[config.mk]
export PLATFORM = sky130hd
export DESIGN_NAME = websocket_frame_deframer_unit
export DESIGN_NICKNAME = d
export VERILOG_FILES = /design/src/wsd_pkg.sv /design/src/wsd_in_stage.sv /design/src/wsd_parser.sv /design/src/wsd_out_stage.sv /design/src/websocket_frame_deframer_unit.sv
export SDC_FILE = /design/constraint.sdc
export NUM_CORES = 1
export LEC_CHECK = 0
export BUFFER_PORTS_ARGS = -buffer_cell sky130_fd_sc_hd__buf_4
export CAP_MARGIN = 20
export CORE_UTILIZATION = 56
export CTS_CLUSTER_SIZE = 8
export DETAILED_ROUTE_END_ITERATION = 6
export PLACE_DENSITY = 0.7
export SLEW_MARGIN = 20
export SYNTH_ARGS = -nofsm -noshare
export SYNTH_HDL_FRONTEND = slang
export SYNTH_SLANG_ARGS = --single-unit
[constraint.sdc]
create_clock -name clk -period 4.9 [get_ports clk]
set_input_delay 0.98 -clock clk [delete_from_list [all_inputs] [get_ports clk]]
set_output_delay 0.98 -clock clk [all_outputs]
set_load 0.02 [all_outputs]
[src/wsd_pkg.sv]
`default_nettype none

package wsd_pkg;

    // parse phases
    localparam logic [2:0] PH_HDR0 = 3'd0;
    localparam logic [2:0] PH_HDR1 = 3'd1;
    localparam logic [2:0] PH_EXT  = 3'd2;
    localparam logic [2:0] PH_KEY  = 3'd3;
    localparam logic [2:0] PH_PAY  = 3'd4;

    // result kinds
    localparam logic [2:0] K_DATA  = 3'd0;
    localparam logic [2:0] K_PING  = 3'd1;
    localparam logic [2:0] K_EMPTY = 3'd2;
    localparam logic [2:0] K_CLOSE = 3'd3;
    localparam logic [2:0] K_BAD   = 3'd4;

    // opcodes
    localparam logic [3:0] OP_CONT  = 4'h0;
    localparam logic [3:0] OP_TEXT  = 4'h1;
    localparam logic [3:0] OP_BIN   = 4'h2;
    localparam logic [3:0] OP_CLOSE = 4'h8;
    localparam logic [3:0] OP_PING  = 4'h9;
    localparam logic [3:0] OP_PONG  = 4'hA;

    localparam logic [6:0] LEN_EXT16 = 7'd126;
    localparam logic [6:0] LEN_EXT64 = 7'd127;
    localparam logic [3:0] EXT16_BYTES = 4'd2;
    localparam logic [3:0] EXT64_BYTES = 4'd8;
    localparam logic [3:0] KEY_BYTES   = 4'd4;

    typedef struct packed {
        logic [2:0] kind;
        logic [7:0] data_byte;
        logic       message_is_text;
        logic       frame_last;
        logic       message_last;
    } wsd_result_t;

    function automatic logic is_data_op(input logic [3:0] op);
        return (op == OP_CONT) || (op == OP_TEXT) || (op == OP_BIN);
    endfunction

endpackage

`default_nettype wire

[src/wsd_in_stage.sv]
`default_nettype none

module wsd_in_stage (
    input  wire logic       clk,
    input  wire logic       rst_n,
    input  wire logic       in_valid,
    output logic            in_ready,
    input  wire logic [7:0] rx_byte,
    input  wire logic       advance,
    output logic            stage_valid,
    output logic [7:0]      stage_byte
);
    import wsd_pkg::*;

    logic       valid_reg;
    logic [7:0] byte_reg;

    // stage empties whenever the parser takes its byte
    assign in_ready    = !valid_reg || advance;
    assign stage_valid = valid_reg;
    assign stage_byte  = byte_reg;

    always_ff @(posedge clk or negedge rst_n)
    begin
        if (!rst_n)
        begin
            valid_reg <= 1'b0;
        end
        else if (in_ready)
        begin
            valid_reg <= in_valid;
        end
    end

    always_ff @(posedge clk)
    begin
        if (in_ready && in_valid)
        begin
            byte_reg <= rx_byte;
        end
    end

endmodule

`default_nettype wire

[src/wsd_parser.sv]
`default_nettype none

module wsd_parser (
    input  wire logic          clk,
    input  wire logic          rst_n,
    input  wire logic          step,
    input  wire logic [7:0]    b,
    output logic               res_valid,
    output wsd_pkg::wsd_result_t res
);
    import wsd_pkg::*;

    logic [2:0]  phase_reg, phase_next;
    logic [3:0]  cnt_reg, cnt_next;
    logic        fin_reg, fin_next;
    logic [3:0]  op_reg, op_next;
    logic        mask_reg, mask_next;
    logic        ext64_reg, ext64_next;
    logic [63:0] len_reg, len_next;   // length during header, bytes left in payload
    logic [1:0]  idx_reg, idx_next;   // key byte select
    logic [31:0] key_reg, key_next;
    logic        text_reg, text_next;

    logic        finish;
    logic        emit;
    logic [2:0]  emit_kind;
    logic [7:0]  emit_byte;
    logic        emit_last;
    logic [3:0]  cnt_inc;
    logic [3:0]  ext_need;
    logic [7:0]  key_byte;
    logic        pay_last;

    always_comb
    begin
        phase_next = phase_reg;
        cnt_next   = cnt_reg;
        fin_next   = fin_reg;
        op_next    = op_reg;
        mask_next  = mask_reg;
        ext64_next = ext64_reg;
        len_next   = len_reg;
        idx_next   = idx_reg;
        key_next   = key_reg;
        text_next  = text_reg;
        finish     = 1'b0;
        emit       = 1'b0;
        emit_kind  = K_DATA;
        emit_byte  = 8'h00;
        emit_last  = 1'b0;
        cnt_inc    = cnt_reg + 4'd1;
        ext_need   = ext64_reg ? EXT64_BYTES : EXT16_BYTES;
        pay_last   = (len_reg == 64'd1);

        unique case (idx_reg)
            2'd0:    key_byte = key_reg[31:24];
            2'd1:    key_byte = key_reg[23:16];
            2'd2:    key_byte = key_reg[15:8];
            default: key_byte = key_reg[7:0];
        endcase

        unique case (phase_reg)
            PH_HDR0:
            begin
                fin_next = b[7];
                op_next  = b[3:0];
                if ((b[3:0] == OP_TEXT) || (b[3:0] == OP_BIN))
                begin
                    text_next = (b[3:0] == OP_TEXT);
                end
                key_next   = 32'h0;
                cnt_next   = 4'd0;
                phase_next = PH_HDR1;
            end
            PH_HDR1:
            begin
                mask_next  = b[7];
                ext64_next = (b[6:0] == LEN_EXT64);
                cnt_next   = 4'd0;
                if (b[6:0] >= LEN_EXT16)
                begin
                    len_next   = 64'd0;
                    phase_next = PH_EXT;
                end
                else
                begin
                    len_next = {57'd0, b[6:0]};
                    if (b[7])
                    begin
                        phase_next = PH_KEY;
                    end
                    else
                    begin
                        finish = 1'b1;
                    end
                end
            end
            PH_EXT:
            begin
                len_next = {len_reg[55:0], b};
                cnt_next = cnt_inc;
                if (cnt_inc >= ext_need)
                begin
                    cnt_next = 4'd0;
                    if (mask_reg)
                    begin
                        phase_next = PH_KEY;
                    end
                    else
                    begin
                        finish = 1'b1;
                    end
                end
            end
            PH_KEY:
            begin
                key_next = {key_reg[23:0], b};
                cnt_next = cnt_inc;
                if (cnt_inc >= KEY_BYTES)
                begin
                    finish = 1'b1;
                end
            end
            PH_PAY:
            begin
                len_next = len_reg - 64'd1;
                idx_next = idx_reg + 2'd1;
                if (pay_last)
                begin
                    phase_next = PH_HDR0;
                    idx_next   = 2'd0;
                end
                emit_last = pay_last;
                if (is_data_op(op_reg))
                begin
                    emit      = 1'b1;
                    emit_kind = K_DATA;
                    emit_byte = b ^ key_byte;
                end
                else if (op_reg == OP_PING)
                begin
                    emit      = 1'b1;
                    emit_kind = K_PING;
                    emit_byte = b ^ key_byte;
                end
                else if (pay_last && (op_reg != OP_PONG))
                begin
                    emit      = 1'b1;
                    emit_kind = (op_reg == OP_CLOSE) ? K_CLOSE : K_BAD;
                end
            end
            default:
            begin
                phase_next = PH_HDR0;
            end
        endcase

        // header complete
        if (finish)
        begin
            idx_next = 2'd0;
            cnt_next = 4'd0;
            if (len_next != 64'd0)
            begin
                phase_next = PH_PAY;
            end
            else
            begin
                phase_next = PH_HDR0;
                emit_last  = 1'b1;
                if (is_data_op(op_reg) || (op_reg == OP_PING))
                begin
                    emit      = 1'b1;
                    emit_kind = K_EMPTY;
                end
                else if (op_reg == OP_CLOSE)
                begin
                    emit      = 1'b1;
                    emit_kind = K_CLOSE;
                end
                else if (op_reg != OP_PONG)
                begin
                    emit      = 1'b1;
                    emit_kind = K_BAD;
                end
            end
        end
    end

    assign res_valid           = step && emit;
    assign res.kind            = emit_kind;
    assign res.data_byte       = emit_byte;
    assign res.message_is_text = text_reg;
    assign res.frame_last      = emit_last;
    assign res.message_last    = emit_last && fin_reg && is_data_op(op_reg);

    always_ff @(posedge clk or negedge rst_n)
    begin
        if (!rst_n)
        begin
            phase_reg <= PH_HDR0;
            cnt_reg   <= 4'd0;
            fin_reg   <= 1'b0;
            op_reg    <= OP_CONT;
            mask_reg  <= 1'b0;
            ext64_reg <= 1'b0;
            len_reg   <= 64'd0;
            idx_reg   <= 2'd0;
            key_reg   <= 32'h0;
            text_reg  <= 1'b0;
        end
        else if (step)
        begin
            phase_reg <= phase_next;
            cnt_reg   <= cnt_next;
            fin_reg   <= fin_next;
            op_reg    <= op_next;
            mask_reg  <= mask_next;
            ext64_reg <= ext64_next;
            len_reg   <= len_next;
            idx_reg   <= idx_next;
            key_reg   <= key_next;
            text_reg  <= text_next;
        end
    end

`ifndef ASSERT_OFF
    a_pay_nonzero: assert property (@(posedge clk) disable iff (!rst_n)
        (phase_reg == PH_PAY) |-> (len_reg != 64'd0))
        else $error("payload phase with no bytes left");

    a_cnt_range: assert property (@(posedge clk) disable iff (!rst_n)
        cnt_reg < EXT64_BYTES)
        else $error("header byte count out of range");

    a_key_masked: assert property (@(posedge clk) disable iff (!rst_n)
        (phase_reg == PH_KEY) |-> mask_reg)
        else $error("key phase without mask bit");

    a_event_ends_frame: assert property (@(posedge clk) disable iff (!rst_n)
        (res_valid && (res.kind == K_EMPTY || res.kind == K_CLOSE || res.kind == K_BAD))
            |-> res.frame_last)
        else $error("frame event without frame end");

    a_msg_in_frame: assert property (@(posedge clk) disable iff (!rst_n)
        (res_valid && res.message_last) |-> res.frame_last)
        else $error("message end outside frame end");
`endif

endmodule

`default_nettype wire

[src/wsd_out_stage.sv]
`default_nettype none

module wsd_out_stage (
    input  wire logic                 clk,
    input  wire logic                 rst_n,
    input  wire logic                 res_valid,
    input  wire wsd_pkg::wsd_result_t res,
    output logic                      advance,
    output logic                      out_valid,
    input  wire logic                 out_ready,
    output logic [2:0]                kind,
    output logic [7:0]                data_byte,
    output logic                      message_is_text,
    output logic                      frame_last,
    output logic                      message_last
);
    import wsd_pkg::*;

    logic        valid_reg;
    wsd_result_t data_reg;

    // register is free when empty or being drained this cycle
    assign advance = !valid_reg || out_ready;

    always_ff @(posedge clk or negedge rst_n)
    begin
        if (!rst_n)
        begin
            valid_reg <= 1'b0;
        end
        else if (advance)
        begin
            valid_reg <= res_valid;
        end
    end

    always_ff @(posedge clk)
    begin
        if (advance && res_valid)
        begin
            data_reg <= res;
        end
    end

    assign out_valid       = valid_reg;
    assign kind            = data_reg.kind;
    assign data_byte       = data_reg.data_byte;
    assign message_is_text = data_reg.message_is_text;
    assign frame_last      = data_reg.frame_last;
    assign message_last    = data_reg.message_last;

endmodule

`default_nettype wire

[src/websocket_frame_deframer_unit.sv]
// Channel  Dir  Handshake              Payload
// input    in   in_valid / in_ready    rx_byte[7:0]
// result   out  out_valid / out_ready  kind, data_byte, message_is_text, frame_last, message_last
//
// One byte per clock sustained while the result register is not stalled; a byte waits in
// the input register while the parser works on it, and its result (if any) is loaded into
// the result register at the same edge at which the parser takes the byte.
// rst_n is asynchronous, active low; it returns the parser to the first header byte.
// A stalled result register holds the parser and the input register, also for bytes
// that give no result; in_ready follows out_ready combinationally. No byte is dropped.
`default_nettype none

module websocket_frame_deframer_unit (
    input  wire logic       clk,
    input  wire logic       rst_n,
    input  wire logic       in_valid,
    output logic            in_ready,
    input  wire logic [7:0] rx_byte,
    output logic            out_valid,
    input  wire logic       out_ready,
    output logic [2:0]      kind,
    output logic [7:0]      data_byte,
    output logic            message_is_text,
    output logic            frame_last,
    output logic            message_last
);
    import wsd_pkg::*;

    logic        advance;      // result register can take a new transaction
    logic        stage_valid;
    logic [7:0]  stage_byte;
    logic        step;         // parser consumes the staged byte
    logic        res_valid;
    wsd_result_t res;

    assign step = stage_valid && advance;

    wsd_in_stage u_in (
        .clk         (clk),
        .rst_n       (rst_n),
        .in_valid    (in_valid),
        .in_ready    (in_ready),
        .rx_byte     (rx_byte),
        .advance     (advance),
        .stage_valid (stage_valid),
        .stage_byte  (stage_byte)
    );

    // header decode, unmasking and frame/message end flags
    wsd_parser u_parser (
        .clk       (clk),
        .rst_n     (rst_n),
        .step      (step),
        .b         (stage_byte),
        .res_valid (res_valid),
        .res       (res)
    );

    wsd_out_stage u_out (
        .clk             (clk),
        .rst_n           (rst_n),
        .res_valid       (res_valid),
        .res             (res),
        .advance         (advance),
        .out_valid       (out_valid),
        .out_ready       (out_ready),
        .kind            (kind),
        .data_byte       (data_byte),
        .message_is_text (message_is_text),
        .frame_last      (frame_last),
        .message_last    (message_last)
    );

endmodule

`default_nettype wire

==> impl_metrics.json <==
{
  "status": "complete, but fails checks",
  "violations": "design-rule violations",
  "yosysUniqueCellTypes": 81,
  "fin_nets": 1256,
  "postPlaceCellArea_um2": 10530,
  "drtAntennaViolNets": 0,
  "cp_cell_sequence": "nor4_2 -> nand4b_1 -> buf_4 -> or4_1 -> nor4_1 -> mux2i_1 -> nand4b_1 -> nor3_1 -> nand4_1 -> o211ai_1 -> and3_1 -> buf_4",
  "p_leak_nw": 4.497,
  "num_io_pins": 28,
  "rsz0062_at_grt": "no",
  "grt_pass1_wl_um": 57060,
  "irDropWorstVdd_mv": 0.3300,
  "end_kind": "flop",
  "setup_violations": 0,
  "fin_cells": 1474,
  "finalSetupTns_ns": 0,
  "yosysSeqAreaShare": 0.3562,
  "firstDrtPassIters": 7,
  "finalWeightedCongestion": 1.032,
  "drtIter0Drc": 1707,
  "final_cell_area_um2": 11120,
  "die_h_um": 135.2,
  "fillCellCount": 1559,
  "syn_to_final_growth_pct": 11.90,
  "insertion_delay_ns": 0.44,
  "synth_edf_count": 22,
  "crit_arrival_ns": 4.88,
  "wl_per_cell_um": 24.82,
  "postCtsSetupBuffers": 0,
  "cts.clk_slew.worst_paths_ns": 0.07,
  "synth.ff_latch_count": 137,
  "cts.sinks": 137,
  "antenna_found_initial": 0,
  "cts_hold_buf": 0,
  "ys_async_sr_fraction": 0.8394,
  "dp_hpwl_um": 25370,
  "avgViaCountPerCell": 7.223,
  "final_cell_mix": "nand2_1, dfrtp_1, o21ai_0",
  "cp_num_buf_inv": 2,
  "placedCellCount": 1441,
  "timing.final.crit_share": 0.9682,
  "cts_made_buffers": 17,
  "die-area_um2": 18280,
  "slew_viol_final": 0,
  "clk_path_buf_depth": 2,
  "final_common_cell": "nand2_1",
  "cts_resized": 0,
  "crit_path_top_delay_cell": "nor4_2",
  "slew_headroom": 0.3200,
  "layout_setup_ws_ns": 0.1556,
  "yosysWarnings": 0,
  "grt_usage": 0.4117,
  "drc": 3,
  "fin_skew_ns": 0.008663,
  "timing.hold.ws_ns": 0.5025,
  "synth_flop_cell": "dfrtp_1",
  "portBuffers": 27,
  "pre_cts_slack_ns": 0.3500,
  "root_buffer": "clkbuf_16",
  "hp-class": "flop to flop",
  "syn_avg_cell_area_um2": 8.005,
  "critPathLaunchType": "flop",
  "synthCells": 1241,
  "yosys-top-cells-area": "dfrtp_1, nand2_1, edfxtp_1, o21ai_0, clkbuf_1",
  "layout-drive-gt1-share": 0.1514,
  "core_um2": 17300,
  "cts_tree": "yes",
  "largest_reg_flops": 64,
  "grt_pass1_vias": 9930,
  "netlist.area_leader.share": 0.2897,
  "synthesis.area_um2": 9935,
  "grt_start_max_net_pins": 70,
  "p_per_area_nw_per_um2": 677.3,
  "syn-num-nets": 1262,
  "finalHoldViolCount": 0,
  "dieWidth_um": 135.2,
  "row_count": 48,
  "worst-path-max-fanout": 14,
  "crit_required_ns": 5.03,
  "slowest_delay_ns": 0.64,
  "wirelength_um": 36590,
  "htreeDepth": 4,
  "initial_core_util": 0.5744,
  "cap_violations": 0,
  "num_vias": 10650,
  "tightest_slew_ns": 1.020,
  "overflow": 0,
  "synth.largest_area_cell": "dfrtp_1",
  "crit_family": "simple AND/OR/NAND/NOR gates",
  "finalCriticalPeriod_ns": 4.744,
  "fmax_ghz": 0.2108,
  "crit_type": "flop to flop"
}
layout make-up:
type,instances,area (um^2),share of cell area
diodes,1,2.502,0.0002251
flip-flops and latches,137,3542,0.3186
inverters,27,101.3,0.009116
clock inverters,13,122.6,0.01103
repair buffers,99,768.2,0.06911
multi-input cells,953,5844,0.5257
clock buffers,19,454.2,0.04086
well taps,225,281.5,0.02532
kinds of logic (layout without fill, tap and decap cells):
kind of cell    after synthesis  after routing  share of synthesized area
simple gates                558            558                     0.2936
compound gates              330            330                     0.2242
buf+inv                     151            158                    0.05869
flops                       137            137                     0.3562
mux                          25             25                    0.02720
fa+ha+maj                    21             21                    0.02343
xor+xnor                     19             19                    0.01675
other cells                   0              1                          0
worst register-to-register path: stages, from the launching register on:
cell and delay [ns]:
dfrtp_1 0.57, nor4_2 0.64, nand4b_1 0.19, buf_4 0.21
or4_1 0.56, nor4_1 0.41, mux2i_1 0.40, nand4b_1 0.15
nor3_1 0.38, nand4_1 0.33, o211ai_1 0.21, and3_1 0.18
buf_4 0.22
synthesized netlist by cell type, types with 10 or more instances:
cell	n
a211oi_1	11
a21oi_1	60
a221oi_1	14
a222oi_1	11
a22o_1	17
a311oi_1	11
and3_1	16
buf_1	12
clkbuf_1	104
dfrtp_1	115
edfxtp_1	22
inv_1	27
maj3_1	12
mux2_2	16
nand2_1	186
nand2b_1	12
nand3_1	63
nand4_1	29
nor2_1	77
nor2b_1	14
nor3_1	27
nor4_1	34
o211ai_1	11
o21ai_0	100
o22ai_1	10
or3_1	17
or4_1	21
xnor2_1	15
power by group:
| group | internal, W | leakage (nW) | total [W] | switching, W |
|---|---|---|---|---|
| sequential | 0.00147 | 1.73 | 0.00209 | 0.000627 |
| combinational | 0.00151 | 2.49 | 0.00415 | 0.00264 |
| clock | 0.000701 | 0.282 | 0.00129 | 0.000589 |
routing by layer:
layer | vias to the layer above | GRT usage | wire length, um
met5 | - | 0 | 0
met4 | 0 | 0.2160 | 2010
met3 | 188 | 0.09727 | 4270
met2 | 862 | 0.6299 | 16140
met1 | 4988 | 0.5409 | 14160
li1 | 4608 | - | -
per-stage QoR:
| stage | util | power, W |
|---|---|---|
| after floorplan | - | 0.004502 |
| after global placement | 0.6088 | 0.005972 |
| after detailed placement | 0.6088 | 0.005984 |
| after CTS | 0.6421 | 0.007294 |
| after global routing | 0.6426 | 0.007839 |
| final | 0.6427 | 0.007530 |
path summary, 6_finish.rpt:
path / depth (start not counted) / from / slack, ns / end
worst max-delay path: 12 / u_parser.len_reg[14] / 0.16 / u_out.message_is_text
worst min-delay path: 2 / u_parser.key_reg[22] / 0.50 / u_parser.key_reg[30]
worst max register to register: 12 / u_parser.len_reg[14] / 0.16 / u_out.message_is_text
worst min register to register: 2 / u_parser.key_reg[22] / 0.50 / u_parser.key_reg[30]
max in group asynchronous: 2 / rst_n / 3.31 / u_parser.len_reg[46]
min in group asynchronous: 1 / rst_n / 0.66 / u_parser.len_reg[30]
Power figures use the tool's default switching activity.
